[src/design/lbps_pkg.sv]
// Package for the LED strip bit pulse sequencer: codes, types and fixed widths.
package lbps_pkg;

  // Fixed field widths
  localparam int LED_IDX_W   = 6;
  localparam int COLOUR_W    = 24;
  localparam int COUNT_W     = 16;
  localparam int LEDS_CFG_W  = 7;
  localparam int SLOTS_W     = 8;
  localparam int BIT_CNT_W   = 5;
  localparam int CFG_IDX_W   = 2;
  localparam int LED_LIMIT   = 64;

  // Item codes on the op field
  localparam logic [1:0] OP_WRITE = 2'd0;
  localparam logic [1:0] OP_START = 2'd1;
  localparam logic [1:0] OP_TICK  = 2'd2;

  // Register indexes
  localparam logic [CFG_IDX_W-1:0] REG_ONE_HIGH  = 2'd0;
  localparam logic [CFG_IDX_W-1:0] REG_ZERO_HIGH = 2'd1;
  localparam logic [CFG_IDX_W-1:0] REG_LEDS      = 2'd2;
  localparam logic [CFG_IDX_W-1:0] REG_SLOTS     = 2'd3;

  // Frame phase, encoded as sent on the phase output
  typedef enum logic [1:0] {
    PH_IDLE  = 2'd0,
    PH_LEAD  = 2'd1,
    PH_DATA  = 2'd2,
    PH_TRAIL = 2'd3
  } phase_t;

  // One stored colour: green 23:16, red 15:8, blue 7:0
  typedef logic [COLOUR_W-1:0] colour_t;

  // Access request to the colour store
  typedef struct packed {
    logic                 wr_en;
    logic [LED_IDX_W-1:0] wr_addr;
    colour_t              wr_data;
    logic                 rd_en;
    logic [LED_IDX_W-1:0] rd_addr;
  } store_req_t;

endpackage

[src/design/lbps_colour_store.sv]
// Colour store: synchronous memory with per-entry valid bits so unwritten LEDs read as zero.
module lbps_colour_store #(
  parameter int MAX_LEDS = 64
) (
  input  logic                clk,
  input  logic                rst,
  input  lbps_pkg::store_req_t req,
  output lbps_pkg::colour_t   rd_data
);

  localparam int DEPTH = (MAX_LEDS < lbps_pkg::LED_LIMIT) ? MAX_LEDS : lbps_pkg::LED_LIMIT;
  localparam int AW    = (DEPTH > 1) ? $clog2(DEPTH) : 1;

  lbps_pkg::colour_t mem [0:DEPTH-1];
  logic [DEPTH-1:0]  valid;
  lbps_pkg::colour_t rd_word;
  logic              rd_ok;
  logic              wr_in_range;

  assign wr_in_range = 32'(req.wr_addr) < DEPTH;

  // Memory write port
  always_ff @(posedge clk) begin
    if (req.wr_en && wr_in_range) begin
      mem[req.wr_addr[AW-1:0]] <= req.wr_data;
    end
  end

  // Valid bits, cleared at reset
  always_ff @(posedge clk) begin
    if (rst) begin
      valid <= '0;
    end else if (req.wr_en && wr_in_range) begin
      valid[req.wr_addr[AW-1:0]] <= 1'b1;
    end
  end

  // Registered read port; the frame counter never addresses past the store
  always_ff @(posedge clk) begin
    if (req.rd_en) begin
      rd_word <= mem[req.rd_addr[AW-1:0]];
    end
  end

  always_ff @(posedge clk) begin
    if (rst) begin
      rd_ok <= 1'b0;
    end else if (req.rd_en) begin
      rd_ok <= valid[req.rd_addr[AW-1:0]];
    end
  end

  assign rd_data = rd_ok ? rd_word : '0;

endmodule

[src/design/led_strip_bit_pulse_sequencer_top.sv]
// Top level of the LED strip bit pulse sequencer: frame control, store access, output stage.
//
// Input channel (in_valid / in_stall) carries one transaction per item: op 0 writes a
// colour for led_number, op 1 starts a frame (ignored while one runs), op 2 is a bit
// slot tick. Only ticks give a result on the output channel (out_valid / out_stall):
// high_count for the slot, the frame phase, and frame_last on the final trailing slot.
// A frame is reset_slots zero slots, then green, red, blue of each LED MSB first,
// then reset_slots trailing zero slots.
// A tick's store read and slot fields are clocked into the read stage at the accepting
// edge; the bit select then feeds the output register. Throughput is one item per cycle
// while in_stall is low; the store is read once per tick at the LED counter.
// When the receiver stalls, one result waits in the output register and one in the
// read stage; in_stall rises only when both are full. Reset clears the frame state,
// the configuration registers to their defaults and the store's valid bits, so every
// LED reads as off until written. The user must write configuration through cfg_write /
// cfg_index / cfg_data only while the block is idle; the block does not enforce this.
module led_strip_bit_pulse_sequencer_top #(
  parameter int MAX_LEDS       = 64,
  parameter int BYTES_EACH_LED = 3
) (
  input  logic                                 clk,
  input  logic                                 rst,
  input  logic                                 in_valid,
  output logic                                 in_stall,
  input  logic [1:0]                           op,
  input  logic [lbps_pkg::LED_IDX_W-1:0]       led_number,
  input  logic [7:0]                           red,
  input  logic [7:0]                           green,
  input  logic [7:0]                           blue,
  output logic                                 out_valid,
  input  logic                                 out_stall,
  output logic [lbps_pkg::COUNT_W-1:0]         high_count,
  output logic [1:0]                           phase,
  output logic                                 frame_last,
  input  logic                                 cfg_write,
  input  logic [lbps_pkg::CFG_IDX_W-1:0]       cfg_index,
  input  logic [lbps_pkg::COUNT_W-1:0]         cfg_data
);

  localparam int LED_CAP      = (MAX_LEDS < lbps_pkg::LED_LIMIT) ? MAX_LEDS : lbps_pkg::LED_LIMIT;
  localparam int BITS_PER_LED = 8 * BYTES_EACH_LED;
  localparam int COLOUR_BITS  = 24;

  // Configuration registers
  logic [lbps_pkg::COUNT_W-1:0]    one_high_count;
  logic [lbps_pkg::COUNT_W-1:0]    zero_high_count;
  logic [lbps_pkg::LEDS_CFG_W-1:0] leds_in_use;
  logic [lbps_pkg::SLOTS_W-1:0]    reset_slots;

  // Frame state
  lbps_pkg::phase_t                frame_phase, frame_phase_next;
  logic [lbps_pkg::LED_IDX_W-1:0]  led_counter, led_counter_next;
  logic [lbps_pkg::BIT_CNT_W-1:0]  bit_counter, bit_counter_next;
  logic [lbps_pkg::SLOTS_W-1:0]    reset_counter, reset_counter_next;
  logic                            last_slot;

  // Read stage
  logic                            s1_valid;
  lbps_pkg::phase_t                s1_phase;
  logic                            s1_last;
  logic [lbps_pkg::BIT_CNT_W-1:0]  s1_bit;

  logic                            in_accept, tick, start, out_take, s1_load;
  logic [lbps_pkg::LEDS_CFG_W-1:0] led_total;
  logic [lbps_pkg::SLOTS_W-1:0]    slot_total;
  logic                            slots_done, bits_done, leds_done;
  lbps_pkg::store_req_t            store_req;
  lbps_pkg::colour_t               store_data;
  logic                            data_bit;

  // Handshake
  assign out_take  = !out_valid || !out_stall;
  assign in_stall  = s1_valid && !out_take;
  assign in_accept = in_valid && !in_stall;
  assign tick      = in_accept && (op == lbps_pkg::OP_TICK);
  assign start     = in_accept && (op == lbps_pkg::OP_START);
  assign s1_load   = tick;

  // Configuration writes
  always_ff @(posedge clk) begin
    if (rst) begin
      one_high_count  <= 16'd57;
      zero_high_count <= 16'd28;
      leds_in_use     <= 7'd64;
      reset_slots     <= 8'd48;
    end else if (cfg_write) begin
      unique case (cfg_index)
        lbps_pkg::REG_ONE_HIGH:  one_high_count  <= cfg_data;
        lbps_pkg::REG_ZERO_HIGH: zero_high_count <= cfg_data;
        lbps_pkg::REG_LEDS:      leds_in_use     <= cfg_data[lbps_pkg::LEDS_CFG_W-1:0];
        lbps_pkg::REG_SLOTS:     reset_slots     <= cfg_data[lbps_pkg::SLOTS_W-1:0];
        default: ;
      endcase
    end
  end

  // Clamped frame lengths
  always_comb begin
    if (leds_in_use == '0) begin
      led_total = 7'd1;
    end else if (32'(leds_in_use) > LED_CAP) begin
      led_total = lbps_pkg::LEDS_CFG_W'(LED_CAP);
    end else begin
      led_total = leds_in_use;
    end
    slot_total = (reset_slots == '0) ? 8'd1 : reset_slots;
  end

  assign slots_done = ({1'b0, reset_counter} + 9'd1) >= {1'b0, slot_total};
  assign bits_done  = ({1'b0, bit_counter} + 6'd1) >= 6'(BITS_PER_LED);
  assign leds_done  = ({1'b0, led_counter} + 7'd1) >= led_total;

  // Next phase
  always_comb begin
    frame_phase_next = frame_phase;
    if (start && frame_phase == lbps_pkg::PH_IDLE) begin
      frame_phase_next = lbps_pkg::PH_LEAD;
    end else if (tick) begin
      unique case (frame_phase)
        lbps_pkg::PH_LEAD:  if (slots_done) frame_phase_next = lbps_pkg::PH_DATA;
        lbps_pkg::PH_DATA:  if (bits_done && leds_done) frame_phase_next = lbps_pkg::PH_TRAIL;
        lbps_pkg::PH_TRAIL: if (slots_done) frame_phase_next = lbps_pkg::PH_IDLE;
        lbps_pkg::PH_IDLE:  ;
      endcase
    end
  end

  // Counter updates and slot flags
  always_comb begin
    led_counter_next   = led_counter;
    bit_counter_next   = bit_counter;
    reset_counter_next = reset_counter;
    last_slot          = 1'b0;
    if (start && frame_phase == lbps_pkg::PH_IDLE) begin
      led_counter_next   = '0;
      bit_counter_next   = '0;
      reset_counter_next = '0;
    end else if (tick) begin
      unique case (frame_phase)
        lbps_pkg::PH_LEAD: begin
          if (slots_done) begin
            reset_counter_next = '0;
            led_counter_next   = '0;
            bit_counter_next   = '0;
          end else begin
            reset_counter_next = reset_counter + 8'd1;
          end
        end
        lbps_pkg::PH_DATA: begin
          if (bits_done) begin
            bit_counter_next = '0;
            if (leds_done) begin
              reset_counter_next = '0;
              led_counter_next   = '0;
            end else begin
              led_counter_next = led_counter + 6'd1;
            end
          end else begin
            bit_counter_next = bit_counter + 5'd1;
          end
        end
        lbps_pkg::PH_TRAIL: begin
          if (slots_done) begin
            last_slot          = 1'b1;
            reset_counter_next = '0;
          end else begin
            reset_counter_next = reset_counter + 8'd1;
          end
        end
        lbps_pkg::PH_IDLE: ;
      endcase
    end
  end

  // Frame state registers
  always_ff @(posedge clk) begin
    if (rst) begin
      frame_phase   <= lbps_pkg::PH_IDLE;
      led_counter   <= '0;
      bit_counter   <= '0;
      reset_counter <= '0;
    end else begin
      frame_phase   <= frame_phase_next;
      led_counter   <= led_counter_next;
      bit_counter   <= bit_counter_next;
      reset_counter <= reset_counter_next;
    end
  end

  // Store access: writes land at acceptance, ticks read the current LED
  always_comb begin
    store_req.wr_en   = in_accept && (op == lbps_pkg::OP_WRITE);
    store_req.wr_addr = led_number;
    store_req.wr_data = {green, red, blue};
    store_req.rd_en   = s1_load;
    store_req.rd_addr = led_counter;
  end

  lbps_colour_store #(
    .MAX_LEDS (MAX_LEDS)
  ) u_store (
    .clk     (clk),
    .rst     (rst),
    .req     (store_req),
    .rd_data (store_data)
  );

  // Read stage
  always_ff @(posedge clk) begin
    if (rst) begin
      s1_valid <= 1'b0;
    end else if (s1_load) begin
      s1_valid <= 1'b1;
    end else if (out_take) begin
      s1_valid <= 1'b0;
    end
  end

  always_ff @(posedge clk) begin
    if (s1_load) begin
      s1_phase <= frame_phase;
      s1_last  <= last_slot;
      s1_bit   <= bit_counter;
    end
  end

  // Bit select, MSB first; a fourth byte sends zero bits
  always_comb begin
    if (32'(s1_bit) < COLOUR_BITS) begin
      data_bit = store_data[5'(COLOUR_BITS - 1) - s1_bit];
    end else begin
      data_bit = 1'b0;
    end
  end

  // Output register
  always_ff @(posedge clk) begin
    if (rst) begin
      out_valid <= 1'b0;
    end else if (out_take) begin
      out_valid <= s1_valid;
    end
  end

  always_ff @(posedge clk) begin
    if (out_take && s1_valid) begin
      if (s1_phase == lbps_pkg::PH_DATA) begin
        high_count <= data_bit ? one_high_count : zero_high_count;
      end else begin
        high_count <= '0;
      end
      phase      <= s1_phase;
      frame_last <= s1_last;
    end
  end

endmodule
[config.mk]
export PLATFORM = sky130hd
export DESIGN_NAME = led_strip_bit_pulse_sequencer_top
export DESIGN_NICKNAME = d
export VERILOG_FILES = /design/src/design/lbps_pkg.sv /design/src/design/lbps_colour_store.sv /design/src/design/led_strip_bit_pulse_sequencer_top.sv
export SDC_FILE = /design/constraint.sdc
export NUM_CORES = 2
export LEC_CHECK = 0
export BUFFER_PORTS_ARGS = -buffer_cell sky130_fd_sc_hd__buf_2
export CAP_MARGIN = 0
export CORE_MARGIN = 1.5
export CORE_UTILIZATION = 30
export DETAILED_ROUTE_END_ITERATION = 10
export PLACE_DENSITY = 0.43
export SLEW_MARGIN = 15
export SYNTH_ARGS = -nofsm -noshare
export SYNTH_HDL_FRONTEND = slang
export SYNTH_SLANG_ARGS = --single-unit
export TNS_END_PERCENT = 100
[constraint.sdc]
create_clock -name clk -period 4 [get_ports clk]
set_clock_uncertainty 0.15 [all_clocks]
set_input_delay 0.6 -clock clk [delete_from_list [all_inputs] [get_ports clk]]
set_output_delay 0.6 -clock clk [all_outputs]
set_load 0.02 [all_outputs]
== After elaboration in Yosys (flattened, before gate mapping) ==
Memory sizes are Yosys's and may differ from the RTL's. A register that Yosys moved wholly into a read port is not among the register bits.
Cells that the tools add are included.

* Bits in latches: 0
* Register bits after elaboration: 162
* Output and inout bits: 21
* Memories: 1
* Memory bits (writable): 1,536
* Bits in read-only memories: 0

* Eq/ne operators: 17
* Add/subtract/negate cells: 7
* Divide/modulo/power cells: 0
* Bitwise logic cells: 2
* Multiply operators: 0
* Multiplexer cells: 34
* $lt $le $gt $ge: 9
* Shift operators: 0
* Reductions and logical operators: 37

{| class="wikitable"
|+ Memory list
! memory !! depth !! width !! read ports !! clocked after Yosys merged registers in !! wr ports !! line !! source
|-
| u_store.mem || 64 || 24 || 1 || 1 || 1 || lbps_colour_store.sv:14 || <nowiki>lbps_pkg::colour_t mem [0:DEPTH-1];</nowiki>
|}

{| class="wikitable"
|+ Operators by type and width
! cell !! count
|-
| $or 64x64->64 || 1
|-
| $mux 8 || 4
|-
| $mux 24 || 1
|-
| $mux 6 || 3
|-
| $mux 16 || 1
|-
| $pmux 8 s2 || 1
|-
| $lt 6x7->1 const B || 2
|-
| $mux 7 || 2
|-
| $eq 2x2->1 const B || 6
|-
| $pmux 6 s2 || 1
|-
| $mux 1 || 11
|-
| $mux 5 || 2
|-
| $ne 2x2->1 const B || 5
|-
| $pmux 5 s2 || 1
|-
| $reduce_and 5->1 || 2
|-
| $add 8x1->9 const B || 1
|-
| $ge 9x8->1 || 1
|-
| $logic_and 1x1->1 || 9
|-
| $ne 3x3->1 const B || 3
|-
| $add 8x1->8 const B || 1
|-
| $logic_not 8->1 || 1
|-
| $reduce_and 2->1 || 4
|-
| $reduce_and 4->1 || 2
|-
| $reduce_bool 2->1 || 4
|-
| other kinds (26) || 37
|}

== Depth between registers and ports, before layout ==
* Depth after elaboration: 10
* Depth in mapped cells: 13
* Gate-level depth less buffers: 11

== By module ==
Synthesis repeated with hierarchy kept, for this count alone.

* Cell total of the unflattened synthesis: 3,106
* Area total of the unflattened synthesis: 66,481.3 um^2

{| class="wikitable"
|+ Modules (own cells, without submodules)
! module !! seq. area each (um^2) !! cells each !! area each (um^2) !! times used
|-
| lbps_colour_store || 48,146.2 || 2,601 || 61,786.8 || 1
|-
| led_strip_bit_pulse_sequencer_top || 2,212.1 || 505 || 4,694.5 || 1
|}

== Worst setup path after synthesis ==
No wires, ideal clock.

* Kind: flip-flop to flip-flop
* Start point: reg led_counter[2] (netlist bit)
* End point: reg reset_counter[0] (netlist bit)
* Setup slack: 0.749 ns
* Data arrival time: 3.041 ns
* Library setup time: 0.060 ns
* Buffers on the path: 3
* Period minus slack after synthesis: 3.251 ns
* Required time: 3.790 ns
* Cell stages (with the launch flop): 12
* Path through: dfxtp_1 > buf_2 > buf_1 > buf_1 > nand3_1 > xnor2_1 > ha_1 > and3_1 > a311oi_1 > a211oi_1 > o21ai_0 > mux2_2

* Longest elaborated chain between the ends: 4

{| class="wikitable"
|+ RTL lines
! what !! line !! source
|-
| from (decl) || led_strip_bit_pulse_sequencer_top.sv:52 || <nowiki>logic [lbps_pkg::LED_IDX_W-1:0] led_counter, led_counter_next;</nowiki>
|-
| from (signal assigned) || led_strip_bit_pulse_sequencer_top.sv:184 || <nowiki>led_counter <= led_counter_next;</nowiki>
|-
| $add 6x1->7 || led_strip_bit_pulse_sequencer_top.sv:111 || <nowiki>assign leds_done = ({1'b0, led_counter} + 7'd1) >= led_total;</nowiki>
|-
| $ge 7x7->1 || led_strip_bit_pulse_sequencer_top.sv:111 ||
|-
| $ne 2x2->1 (no source line) || - ||
|-
| $reduce_and 4->1 (no source line) || - ||
|-
| to (signal assigned) || led_strip_bit_pulse_sequencer_top.sv:186 || <nowiki>reset_counter <= reset_counter_next;</nowiki>
|-
| to (decl) || led_strip_bit_pulse_sequencer_top.sv:54 || <nowiki>logic [lbps_pkg::SLOTS_W-1:0] reset_counter, reset_counter_next;</nowiki>
|}

Every way passes these cells.
A chain may end at the register's enable or synchronous reset.

== Worst setup path after layout ==
* Start point: reg reset_counter[0] (netlist bit)
* End point: reg led_counter[2] (netlist bit)

* Longest elaborated chain between the ends: 4

{| class="wikitable"
|+ RTL lines
! what !! line !! source
|-
| $add 8x1->9 || led_strip_bit_pulse_sequencer_top.sv:109 || <nowiki>assign slots_done = ({1'b0, reset_counter} + 9'd1) >= {1'b0, slot_total};</nowiki>
|-
| $ge 9x8->1 || led_strip_bit_pulse_sequencer_top.sv:109 ||
|-
| $ne 2x2->1 (no source line) || - ||
|-
| $reduce_and 4->1 (no source line) || - ||
|}

Every way passes these cells.

==> results.toml <==
[clock_tree]
clkTransAtPathRegs_ps = 60
root_buffer = "clkbuf_16"
clock_latency_ps = 840
post_cts_buffers = 0
htreeDepth = 4
clock_path_buffers = 3
ctsResizeCount = 0
numCtsBuffers = 189
tritoncts = "built"
cts.sinks = 1722

[global_routing]
grt_pass1_wl_mm = 257
grt_max_degree = 97
grt_antenna_before_repair = 14
grt_pass1_vias = 32600
grt-ovfl-total = 0
track_usage_pct = 16.4

[timing]
fin_crit_ps = 3310
tns_ps = 0
setup_ws_ps = 695
timing.fmax_ghz = 0.303
finalHoldViolCount = 0
whs_ps = 155
min_period_over_period_pct = 82.6
tightest_slew_ps = 1160
slew_headroom_pct = 22.9
drv_slew = 0
final-setup-viol-count = 0
rsz0062_at_grt = "no"

[die]
die_y_um = 472
start_util_pct = 30.2
coreArea_um2 = 219000
std_cell_rows = 172
fp.dieW_um = 472
die-area_um2 = 223000
ios = 76

[synthesis]
yosysTopAreaCellShare_pct = 72.1
syn_nets = 3110
ys_seq_area_share_pct = 76.2
yosys_warnings = 0
yosysTopAreaCell = "edfxtp_1"
synth.distinct_cells = 53
netlist_top_cells_area = "edfxtp_1 (72%), mux4_2 (17%), dfxtp_1 (4.1%), nand2_1 (0.80%), o21a_1 (0.77%)"
syn_area_um2 = 66100
yosys_register_bits = 1722
async_flop_share_pct = 0
synth_edf_count = 1587
postSynthCellCount = 3035
syn_area_per_cell_um2 = 21.8
ys.flop_type = "edfxtp_1"

[worst_hold_path]
min_path_type = "input port to register"

[flow_run]
max_cap_violations = 0

[setup_path]
cp_data_required_time_ps = 4560
arrival_ps = 3860
crit_type = "register to register"
end_kind = "register"
startpoint_type = "register"
r2r_slack_ps = 690
crit_fanout = 6

[run_status]
status = "finished, final reports clean"

[place]
io_buffers = 75
placed_cells = 6009
dp_hpwl_mm = 102
pre_cts_ws_ps = 558
gp_congestion = 0.730

[pwr]
vdd_drop_max_mv = 0.326
power_density_nw_per_um2 = 476
leakagePower_nw = 23.8
power_w = 0.0371

[detailed_routing]
drt_iter0_drc = 2748
ant_nets = 0
vias = 31700
routed_wl_mm = 183
avgRoutedWirePerCell_um = 28.7
drc = 0
viasPerCell = 4.97
firstDrtPassIters = 5

[final_layout]
layoutNonFillerInstCount = 6376
multi_input_area_um2 = 15500
seq_area_um2 = 50400
syn_to_final_growth_pct = 18.0
fin_nets = 3422
fill_cells = 20200
drive_gt1_share_pct = 31.3
layout make-up:
type / instances / share of cell area (%)
Sequential cell: 1722 / 64.6
Multi-Input combinational cell: 1135 / 19.8
Clock buffer: 246 / 6.47
Tap cell: 2871 / 4.60
Timing Repair Buffer: 284 / 3.32
Clock inverter: 95 / 1.12
Inverter: 15 / 0.0722
Antenna cell: 8 / 0.0257
synth_stat cells (13+ instances only):
master	count
clkbuf_1	92
mux2i_1	44
nand3_1	27
ha_1	20
buf_2	32
dfxtp_1	135
mux4_2	490
inv_1	15
a22oi_1	56
nor2_1	104
o21a_1	68
nand2_1	141
a211oi_1	13
buf_1	17
edfxtp_1	1587
buf_4	19
a21oi_1	47
nor2b_1	14
layout by cell type (no fill, tap or decap), drive strengths merged, types with 44 or more instances in the layout:
| master | count |
|---|---|
| edfxtp | 1587 |
| mux4 | 490 |
| o21a | 68 |
| mux2i | 44 |
| dfxtp | 135 |
| nand2 | 141 |
| nor2 | 104 |
| buf | 266 |
| clkinv | 75 |
| clkbuf | 246 |
| a22oi | 56 |
| a21oi | 48 |
state kept, by name (all words and copies together), names as in the netlist:
register and count:
phase 2, zero_high_count 16, out_valid 1, leds_in_use 7, frame_phase 2, s1_bit 5
bit_counter 5, u_store.valid 64, s1_valid 1, reset_counter 8, u_store.mem 1536, s1_phase 2
s1_last 1, frame_last 1, u_store.rd_ok 1, high_count 16, one_high_count 16, reset_slots 8
led_counter 6, u_store.rd_word 24
metrics by stage:
stage | instance area [µm²] | util, %
floorplan | 66100 | -
global placement | 71900 | 32.8
detailed placement | 71900 | 32.8
CTS | 78000 | 35.6
global route | 78000 | 35.6
finish | 78000 | 35.6
worst max-delay path, stage by stage (launching register included):
cell and delay [ps]:
dfxtp_1 400, ha_1 260, and3_1 270, xor2_1 90
ha_1 300, o21a_1 120, o21a_1 140, nand3_1 210
a211oi_1 640, nor2_1 210, a221o_1 390
layer usage:
metal	track usage [%]	wire [µm]	share of wire [%]
met5	0	0	0
met1	23.6	84400	46
met2	26.0	86400	47
met3	2.32	8110	4.4
met4	4.32	4110	2.2
worst paths after layout:
path,from,end,depth (start not counted)
setup reg to reg,reset_counter[0]$_SDFFE_PP0P_,led_counter[2]$_SDFFE_PP0P_,10
hold reg to reg,s1_last$_SDFFCE_PP0P_,frame_last$_DFFE_PP_,0
hold / removal,op[1],frame_phase[0]$_SDFFE_PP0P_,4
setup / recovery,reset_counter[0]$_SDFFE_PP0P_,led_counter[2]$_SDFFE_PP0P_,10
power by group:
part	leakage (nW)	internal, W	switching [W]	total [W]
registers	15.4	0.0197	0.0000236	0.0197
clock network	2.90	0.00971	0.00711	0.0168
logic	5.53	0.000117	0.000473	0.000590
total	23.8	0.0295	0.00761	0.0371
cell families after synthesis:
| family | Yosys count | share of synthesized area [%] |
|---|---|---|
| simple gates | 347 | 2.34 |
| fa+ha+maj | 20 | 0.378 |
| flops | 1722 | 76.2 |
| buf+inv | 178 | 1.21 |
| compound gates | 223 | 2.40 |
| xor+xnor | 9 | 0.119 |
| mux | 536 | 17.4 |
repair_timing:
item / 4_1_cts / 5_1_grt
endpoints found under the setup margin: 0 / 0
hold buffers: 18 / 0
hold endpoints to repair: 50 / 0
No activity file was read; power rests on OpenSTA's default activity.
